### src/sv/trr_pkg.sv
// shared types, codes and reset values for the tftp read receiver
package trr_pkg;

    typedef enum logic [1:0] {
        PH_IDLE  = 2'd0,
        PH_WAIT  = 2'd1,
        PH_DONE  = 2'd2,
        PH_ABORT = 2'd3
    } phase_t;

    typedef enum logic [1:0] {
        OP_START   = 2'd0,
        OP_PACKET  = 2'd1,
        OP_TIMEOUT = 2'd2,
        OP_NONE    = 2'd3
    } op_t;

    typedef enum logic [1:0] {
        ERR_NONE   = 2'd0,
        ERR_RESEND = 2'd1,
        ERR_SERVER = 2'd2
    } err_t;

    typedef enum logic [1:0] {
        REG_RESEND_LIMIT = 2'd0,
        REG_SERVER_PORT  = 2'd1,
        REG_INIT_ADDR    = 2'd2,
        REG_FULL_LENGTH  = 2'd3
    } cfg_idx_t;

    localparam logic [15:0] OPC_DATA  = 16'd3;
    localparam logic [15:0] OPC_ERROR = 16'd5;
    localparam logic [10:0] HDR_BYTES = 11'd4;

    localparam logic [3:0]  RST_RESEND_LIMIT = 4'd3;
    localparam logic [15:0] RST_SERVER_PORT  = 16'd69;
    localparam logic [31:0] RST_INIT_ADDR    = 32'hFFFF_FFFF;
    localparam logic [10:0] RST_FULL_LENGTH  = 11'd516;

    typedef struct packed {
        logic [3:0]  resend_limit;
        logic [15:0] server_port;
        logic [31:0] initial_address;
        logic [10:0] full_packet_length;
    } cfg_t;

    typedef struct packed {
        logic [1:0]  op;
        logic [10:0] packet_length;
        logic [15:0] packet_opcode;
        logic [15:0] packet_block;
        logic [31:0] source_address;
        logic [15:0] source_port;
    } item_t;

    typedef struct packed {
        logic        send_request;
        logic        send_ack;
        logic [15:0] ack_number;
        logic [31:0] dest_address;
        logic [15:0] dest_port;
        logic        deliver_payload;
        logic [10:0] payload_length;
        logic        transfer_done;
        logic        error_flag;
        logic [1:0]  error_kind;
    } result_t;

endpackage

### src/sv/trr_cfg_regs.sv
// configuration register bank of the tftp read receiver
module trr_cfg_regs (
    input  logic               clk,
    input  logic               rst_n,
    input  logic               cfg_valid,
    output logic               cfg_ready,
    input  logic [1:0]         cfg_index,
    input  logic [31:0]        cfg_data,
    output trr_pkg::cfg_t      cfg
);

    trr_pkg::cfg_t cfg_reg;
    trr_pkg::cfg_t cfg_next;

    assign cfg_ready = 1'b1;
    assign cfg = cfg_reg;

    always_comb
    begin
        cfg_next = cfg_reg;
        if (cfg_valid)
        begin
            case (trr_pkg::cfg_idx_t'(cfg_index))
                trr_pkg::REG_RESEND_LIMIT: cfg_next.resend_limit = cfg_data[3:0];
                trr_pkg::REG_SERVER_PORT:  cfg_next.server_port = cfg_data[15:0];
                trr_pkg::REG_INIT_ADDR:    cfg_next.initial_address = cfg_data;
                trr_pkg::REG_FULL_LENGTH:  cfg_next.full_packet_length = cfg_data[10:0];
                default:                   cfg_next = cfg_reg;
            endcase
        end
    end

    always_ff @(posedge clk or negedge rst_n)
    begin
        if (!rst_n)
        begin
            cfg_reg.resend_limit       <= trr_pkg::RST_RESEND_LIMIT;
            cfg_reg.server_port        <= trr_pkg::RST_SERVER_PORT;
            cfg_reg.initial_address    <= trr_pkg::RST_INIT_ADDR;
            cfg_reg.full_packet_length <= trr_pkg::RST_FULL_LENGTH;
        end
        else
        begin
            cfg_reg <= cfg_next;
        end
    end

endmodule

### src/sv/trr_engine.sv
// transfer state and per-request decision logic of the tftp read receiver
module trr_engine (
    input  logic                 clk,
    input  logic                 rst_n,
    input  trr_pkg::cfg_t        cfg,
    input  trr_pkg::item_t       item,
    input  logic                 step,
    output trr_pkg::result_t     result
);

    trr_pkg::phase_t phase_reg;
    trr_pkg::phase_t phase_next;
    logic [15:0]     expected_reg;
    logic [15:0]     expected_next;
    logic [31:0]     locked_addr_reg;
    logic [31:0]     locked_addr_next;
    logic [15:0]     locked_port_reg;
    logic [15:0]     locked_port_next;
    logic [15:0]     last_block_reg;
    logic [15:0]     last_block_next;
    logic            last_short_reg;
    logic            last_short_next;
    logic [4:0]      resend_reg;
    logic [4:0]      resend_next;

    logic        is_start;
    logic        is_timeout;
    logic        is_packet;
    logic [4:0]  resend_inc;
    logic        too_many;
    logic        exp_is_one;
    logic        exp_above_one;
    logic        is_short;
    logic        peer_ok;
    logic        pkt_ok;
    logic        err_pkt;
    logic        data_pkt;
    logic        in_seq;
    logic        dup_blk;
    logic        acked;
    logic        deliver;

    // decode
    always_comb
    begin
        is_start      = (trr_pkg::op_t'(item.op) == trr_pkg::OP_START);
        is_timeout    = (phase_reg == trr_pkg::PH_WAIT)
                        && (trr_pkg::op_t'(item.op) == trr_pkg::OP_TIMEOUT);
        is_packet     = (phase_reg == trr_pkg::PH_WAIT)
                        && (trr_pkg::op_t'(item.op) == trr_pkg::OP_PACKET);
        resend_inc    = resend_reg + 5'd1;
        too_many      = resend_inc > {1'b0, cfg.resend_limit};
        exp_is_one    = (expected_reg == 16'd1);
        exp_above_one = (expected_reg > 16'd1);
        is_short      = item.packet_length < cfg.full_packet_length;
        peer_ok       = (item.source_address == locked_addr_reg)
                        && (item.source_port == locked_port_reg);
        pkt_ok        = is_packet && (item.packet_length >= trr_pkg::HDR_BYTES)
                        && !(exp_above_one && !peer_ok);
        err_pkt       = pkt_ok && (item.packet_opcode == trr_pkg::OPC_ERROR);
        data_pkt      = pkt_ok && (item.packet_opcode == trr_pkg::OPC_DATA);
        in_seq        = (item.packet_block == expected_reg);
        dup_blk       = (item.packet_block == (expected_reg - 16'd1));
        acked         = data_pkt && (in_seq || dup_blk);
        deliver       = data_pkt && in_seq;
    end

    // next state
    always_comb
    begin
        phase_next       = phase_reg;
        expected_next    = expected_reg;
        locked_addr_next = locked_addr_reg;
        locked_port_next = locked_port_reg;
        last_block_next  = last_block_reg;
        last_short_next  = last_short_reg;
        resend_next      = resend_reg;
        if (is_start)
        begin
            phase_next       = trr_pkg::PH_WAIT;
            expected_next    = 16'd1;
            locked_addr_next = cfg.initial_address;
            locked_port_next = cfg.server_port;
            last_block_next  = 16'd0;
            last_short_next  = 1'b0;
            resend_next      = 5'd0;
        end
        else if (is_timeout)
        begin
            resend_next = resend_inc;
            if (too_many)
                phase_next = trr_pkg::PH_ABORT;
            else if (!exp_is_one && last_short_reg)
                phase_next = trr_pkg::PH_DONE;
        end
        else if (is_packet)
        begin
            last_short_next = is_short;
            if (err_pkt)
                phase_next = trr_pkg::PH_ABORT;
            if (data_pkt)
                last_block_next = item.packet_block;
            if (deliver)
            begin
                expected_next = expected_reg + 16'd1;
                if (exp_is_one)
                begin
                    locked_addr_next = item.source_address;
                    locked_port_next = item.source_port;
                end
            end
            if (acked)
            begin
                resend_next = 5'd0;
                if (is_short)
                    phase_next = trr_pkg::PH_DONE;
            end
        end
    end

    // result
    always_comb
    begin
        result = '0;
        if (is_start)
        begin
            result.send_request = 1'b1;
            result.dest_address = cfg.initial_address;
            result.dest_port    = cfg.server_port;
        end
        else if (is_timeout)
        begin
            if (too_many)
            begin
                result.error_flag = 1'b1;
                result.error_kind = trr_pkg::ERR_RESEND;
            end
            else if (exp_is_one)
            begin
                result.send_request = 1'b1;
                result.dest_address = locked_addr_reg;
                result.dest_port    = locked_port_reg;
            end
            else
            begin
                result.send_ack      = 1'b1;
                result.ack_number    = last_block_reg;
                result.dest_address  = locked_addr_reg;
                result.dest_port     = locked_port_reg;
                result.transfer_done = last_short_reg;
            end
        end
        else if (err_pkt)
        begin
            result.error_flag = 1'b1;
            result.error_kind = trr_pkg::ERR_SERVER;
        end
        else if (acked)
        begin
            result.send_ack      = 1'b1;
            result.ack_number    = item.packet_block;
            result.dest_address  = locked_addr_next;
            result.dest_port     = locked_port_next;
            result.transfer_done = is_short;
            if (deliver)
            begin
                result.deliver_payload = 1'b1;
                result.payload_length  = item.packet_length - trr_pkg::HDR_BYTES;
            end
        end
    end

    always_ff @(posedge clk or negedge rst_n)
    begin
        if (!rst_n)
        begin
            phase_reg       <= trr_pkg::PH_IDLE;
            expected_reg    <= 16'd0;
            locked_addr_reg <= 32'd0;
            locked_port_reg <= 16'd0;
            last_block_reg  <= 16'd0;
            last_short_reg  <= 1'b0;
            resend_reg      <= 5'd0;
        end
        else if (step)
        begin
            phase_reg       <= phase_next;
            expected_reg    <= expected_next;
            locked_addr_reg <= locked_addr_next;
            locked_port_reg <= locked_port_next;
            last_block_reg  <= last_block_next;
            last_short_reg  <= last_short_next;
            resend_reg      <= resend_next;
        end
    end

endmodule

### src/sv/tftp_read_receiver_unit.sv
// top level of the tftp read receiver: request register, engine, result register
//
//  channel | signals                          | direction | width of payload
//  in      | in_valid, in_ready, op .. port   | into      | 93 bits
//  out     | out_valid, out_ready, send_request .. error_kind | out of | 82 bits
//  cfg     | cfg_valid, cfg_ready, cfg_index, cfg_data | into | 2 + 32 bits
//
//  request register, then result register; one request per cycle while not stalled
//  the engine sits between the registers and updates its state as the result loads
//  rst_n clears the state to idle and cfg registers to defaults; no clearing pass
//  a stalled result holds the pipe; in_ready falls only when both stages are full
//  and out_ready is low
//  cfg_ready is always high
module tftp_read_receiver_unit (
    input  logic        clk,
    input  logic        rst_n,
    input  logic        in_valid,
    output logic        in_ready,
    input  logic [1:0]  op,
    input  logic [10:0] packet_length,
    input  logic [15:0] packet_opcode,
    input  logic [15:0] packet_block,
    input  logic [31:0] source_address,
    input  logic [15:0] source_port,
    output logic        out_valid,
    input  logic        out_ready,
    output logic        send_request,
    output logic        send_ack,
    output logic [15:0] ack_number,
    output logic [31:0] dest_address,
    output logic [15:0] dest_port,
    output logic        deliver_payload,
    output logic [10:0] payload_length,
    output logic        transfer_done,
    output logic        error_flag,
    output logic [1:0]  error_kind,
    input  logic        cfg_valid,
    output logic        cfg_ready,
    input  logic [1:0]  cfg_index,
    input  logic [31:0] cfg_data
);

    trr_pkg::cfg_t    cfg;
    trr_pkg::item_t   item_reg;
    trr_pkg::item_t   item_next;
    logic             in_valid_reg;
    logic             in_valid_next;
    trr_pkg::result_t result_reg;
    trr_pkg::result_t result_next;
    logic             out_valid_reg;
    logic             out_valid_next;
    logic             advance;
    logic             step;

    trr_cfg_regs u_cfg (
        .clk       (clk),
        .rst_n     (rst_n),
        .cfg_valid (cfg_valid),
        .cfg_ready (cfg_ready),
        .cfg_index (cfg_index),
        .cfg_data  (cfg_data),
        .cfg       (cfg)
    );

    trr_engine u_engine (
        .clk    (clk),
        .rst_n  (rst_n),
        .cfg    (cfg),
        .item   (item_reg),
        .step   (step),
        .result (result_next)
    );

    assign advance  = !out_valid_reg || out_ready;
    assign step     = in_valid_reg && advance;
    assign in_ready = !in_valid_reg || advance;

    always_comb
    begin
        item_next = item_reg;
        in_valid_next = in_valid_reg;
        if (in_ready)
        begin
            in_valid_next = in_valid;
            item_next.op             = op;
            item_next.packet_length  = packet_length;
            item_next.packet_opcode  = packet_opcode;
            item_next.packet_block   = packet_block;
            item_next.source_address = source_address;
            item_next.source_port    = source_port;
        end
        out_valid_next = advance ? in_valid_reg : out_valid_reg;
    end

    always_ff @(posedge clk or negedge rst_n)
    begin
        if (!rst_n)
        begin
            in_valid_reg  <= 1'b0;
            out_valid_reg <= 1'b0;
        end
        else
        begin
            in_valid_reg  <= in_valid_next;
            out_valid_reg <= out_valid_next;
        end
    end

    always_ff @(posedge clk)
    begin
        item_reg <= item_next;
        if (step)
            result_reg <= result_next;
    end

    assign out_valid       = out_valid_reg;
    assign send_request    = result_reg.send_request;
    assign send_ack        = result_reg.send_ack;
    assign ack_number      = result_reg.ack_number;
    assign dest_address    = result_reg.dest_address;
    assign dest_port       = result_reg.dest_port;
    assign deliver_payload = result_reg.deliver_payload;
    assign payload_length  = result_reg.payload_length;
    assign transfer_done   = result_reg.transfer_done;
    assign error_flag      = result_reg.error_flag;
    assign error_kind      = result_reg.error_kind;

`ifndef SYNTHESIS
    a_one_command: assert property (@(posedge clk) disable iff (!rst_n)
        out_valid |-> !(send_request && send_ack))
        else $error("request and ack issued together");

    a_done_needs_ack: assert property (@(posedge clk) disable iff (!rst_n)
        out_valid && (transfer_done || deliver_payload) |-> send_ack)
        else $error("completion or payload without ack");

    a_error_kind: assert property (@(posedge clk) disable iff (!rst_n)
        out_valid |-> (error_flag == (error_kind != trr_pkg::ERR_NONE)))
        else $error("error flag and kind disagree");

    a_error_alone: assert property (@(posedge clk) disable iff (!rst_n)
        out_valid && error_flag |-> !send_request && !send_ack && !deliver_payload)
        else $error("abort carries a command");
`endif

endmodule
### config.mk
export PLATFORM = sky130hd
export DESIGN_NAME = tftp_read_receiver_unit
export DESIGN_NICKNAME = d
export VERILOG_FILES = /design/src/sv/trr_pkg.sv /design/src/sv/trr_cfg_regs.sv /design/src/sv/trr_engine.sv /design/src/sv/tftp_read_receiver_unit.sv
export SDC_FILE = /design/constraint.sdc
export NUM_CORES = 1
export LEC_CHECK = 0
export BUFFER_PORTS_ARGS = -buffer_cell sky130_fd_sc_hd__buf_2
export CAP_MARGIN = 20
export CORE_ASPECT_RATIO = 1.2
export CORE_UTILIZATION = 55
export DETAILED_ROUTE_END_ITERATION = 8
export PLACE_DENSITY = 0.89
export SKIP_CTS_REPAIR_TIMING = 1
export SYNTH_ARGS = -nofsm -noshare
export SYNTH_HDL_FRONTEND = slang
export SYNTH_SLANG_ARGS = --single-unit
### constraint.sdc
create_clock -name clk -period 4.8 [get_ports clk]
set_input_delay 0.24 -clock clk [delete_from_list [all_inputs] [get_ports clk]]
set_output_delay 0.24 -clock clk [all_outputs]
set_load 0.02 [all_outputs]
==> impl_metrics.ini <==
[finish]
area_delta_synth_final_pct = 24.4
largest_reg_flops = 93
fillerInstances = 1764
n_antenna_cell = 0
drive_gt1_frac = 0.267
nets = 1693
regArea_sq_um = 9130
multi_input_area_sq_um = 5430

[clock_network]
cts_tree = yes
clockBufferDepth = 3
clkTransAtPathRegs_ps = 70
clock_latency_ps = 530
cts-buffers-inserted = 34
clockRootBuffer = clkbuf_16
h-tree-depth = 2
cts.sinks = 328

[floorplan]
start_util = 0.565
num_rows = 65
die_y_um = 183
fp.dieW_um = 153
dieArea_sq_um = 28000
io-pin-count = 217
fp.coreArea_sq_um = 26600

[power]
ir_drop_mv = 0.411
p_sw_mw = 2.44
power_frac_comb = 0.194
switching_share = 0.298
intPower_mw = 5.77
power.leakage_nw = 7.67
report.power.total_mw = 8.21
power.density_nw_per_um2 = 439
pwr-share-seq = 0.474
clkPwrFrac = 0.332

[timing]
rsz0062_at_grt = false
fmax_mhz = 242
tns_ps = 0
hold_viol_final = 0
slew_violations = 0
relSlewSlack = 0.230
period_share = 0.860
finClkSkew_ps = 34.1
worst_pin_slew_ps = 1150
min_period_ps = 4130
finalSetupViolations = 0

[place]
hpwl_um = 25700
port_buffers = 215
gp_congestion = 0.950

[detailed_routing]
vias = 11802
drtIter0Drc = 1142
wirelength_um = 43300
antenna_left = 0
routedWlPerCell_um = 22.8
routed_via_density = 6.21
first_pass_iters = 5
drcViolationCount = 0

[critical_path]
r2r-start = item_reg[35]$_DFFE_PP_
crit_type = reg2reg
cp_cell_sequence = xor2_1, nor4_1, nand4_1, nor3_1, o21ai_0, o41ai_4, a21o_2, o2bb2ai_1
setup.worst_path.start = item_reg[35]$_DFFE_PP_
start_kind = register
cpLargestDelayFamily = compound AO/OA/AOI/OAI gates
cp.arrival_ps = 4470
worst_path_largest_cell_delay_ps = 960
cp.buffers_inverters = 0
required_ps = 5140
cp_max_fo = 45
cp-end-kind = register
critPathSlowestCell = a21o_2

[flow_run]
drv_cap = 0

[grt]
grt_max_degree = 97
met3_usage = 0.0499
grt.overflow.total = 0
use_met2 = 0.485
grt_pass1_vias = 10913
grt_pass1_wl_um = 59900
grt_util_met1 = 0.330
busiest_layer = met2
antenna_found_initial = 0
grt.total_usage = 0.278

[min_path]
hold_start = cfg_data[4]
hold_class = in2reg

[logic_synthesis]
syn_area_sq_um = 15000
synth-seq-area-share = 0.608
synthAdderAreaFrac = 0.0167
postSynth.asyncResetShare = 0.466
synth_top_family_by_area = compound AO/OA/AOI/OAI gates
synth-main-ff-cell = edfxtp_1
syn_inst = 1236
synth_warnings = 0
synthMuxAreaShare = 0.0476
synth_xor_area_frac = 0.0501
synth-seq-cells = 328
yosys.area_share.simple = 0.101
ys_types = 70
post_synth.cell_area_avg_sq_um = 12.2
syn_nets = 1388
synth_compound_area_frac = 0.143
synth-edff-count = 175

[run_status]
outcome = finished, final reports clean
final timing paths:
check,depth (start not counted),slack (ps),end
max,8,670,dest_address[25]$_DFFE_PP_
min,2,0.9,u_cfg.cfg[47]$_DFFE_PN0P_
max reg2reg,8,670,dest_address[25]$_DFFE_PP_
min reg2reg,1,490,out_valid$_DFFE_PN0N_
max in group asynchronous,3,3400,u_cfg.cfg[4]$_DFFE_PN0P_
min in group asynchronous,2,320,u_engine.last_block_reg[8]$_DFFE_PN0P_
layer usage:
layer,vias to the layer above,wire length [um]
li1,5189,-
met1,5743,15200
met2,713,22400
met3,157,3400
met4,0,2350
met5,-,0
logic make-up after synthesis:
kind of cell / Yosys count
other: 1
xor gates and xnor gates: 86
buffers and inverters: 119
muxes: 64
adders and majority gates: 20
and+or+nand+nor: 304
AOI/OAI and AO/OA: 314
DFF: 328
power by group through the flow:
stage          clock network, mW  logic (mW)  registers [mW]
6_report                    2.73        1.59            3.89
3_3_place_gp                   0        1.40            3.87
5_1_grt                     2.87        1.71            3.92
4_1_cts                     2.74        1.47            3.87
2_1_floorplan                  0       0.920            3.92
3_5_place_dp                   0        1.45            3.90
stage by stage:
step | area, sq um | utilization | hold slack (ps) | cells | worst slack (ps)
after global routing | 18700 | 0.703 | 10.6 | 1902 | 490
after floorplan | 15000 | - | -55.6 | 1236 | 724
after global placement | 16300 | 0.614 | 281 | 1722 | 971
final | 18700 | 0.703 | 0.890 | 1902 | 672
after detailed placement | 16300 | 0.614 | 281 | 1722 | 835
after CTS | 17500 | 0.658 | -267 | 1784 | 811
worst reg2reg max path, cell delays in order (launching register included):
cell and delay [ps]:
edfxtp_1 460, xor2_1 220, nor4_1 460, nand4_1 230, nor3_1 580, o21ai_0 300
o41ai_4 450, a21o_2 960, o2bb2ai_1 270
cell usage in the layout, fill, tap and decap left out, types with 14 or more instances in the layout:
cell type,synthesis,final
a21oi_1,111,110
a22o_1,18,18
buf_2,14,214
buf_4,2,14
clkbuf_16,0,35
dfrtp_1,114,114
dfstp_2,39,39
dlygate4sd3_1,0,116
edfxtp_1,175,175
ha_1,20,20
inv_1,39,39
mux2_2,60,60
nand2_1,33,33
nand3_1,32,32
nor2_1,132,131
nor4_1,23,23
o21ai_0,35,35
o22ai_1,48,48
o2bb2ai_1,36,36
xnor2_1,21,21
xor2_1,65,65
cells in the mapped netlist, types with 11 or more instances:
cell type,instances,share of area
nor4_1,23,0.0096
ha_1,20,0.017
xor2_1,65,0.038
nand2_1,33,0.0082
o2bb2ai_1,36,0.021
inv_1,39,0.0097
o22ai_1,48,0.020
nor3_1,11,0.0037
o21ai_0,35,0.012
nand3_1,32,0.011
nor2_1,132,0.033
clkbuf_1,50,0.012
dfrtp_1,114,0.19
a22o_1,18,0.010
dfstp_2,39,0.068
xnor2_1,21,0.012
a21oi_1,111,0.037
buf_2,14,0.0047
mux2_2,60,0.045
nand4_1,11,0.0046
edfxtp_1,175,0.35
final cells by class:
type                            instances  area share
Clock inverter                         17     0.00997
Sequential cell                       328       0.488
Clock buffer                           45      0.0521
Timing Repair Buffer                  348       0.129
Tap cell                              335      0.0224
Inverter                               40     0.00816
Multi-Input combinational cell        789       0.290
No activity file was read; power rests on OpenSTA's default activity.
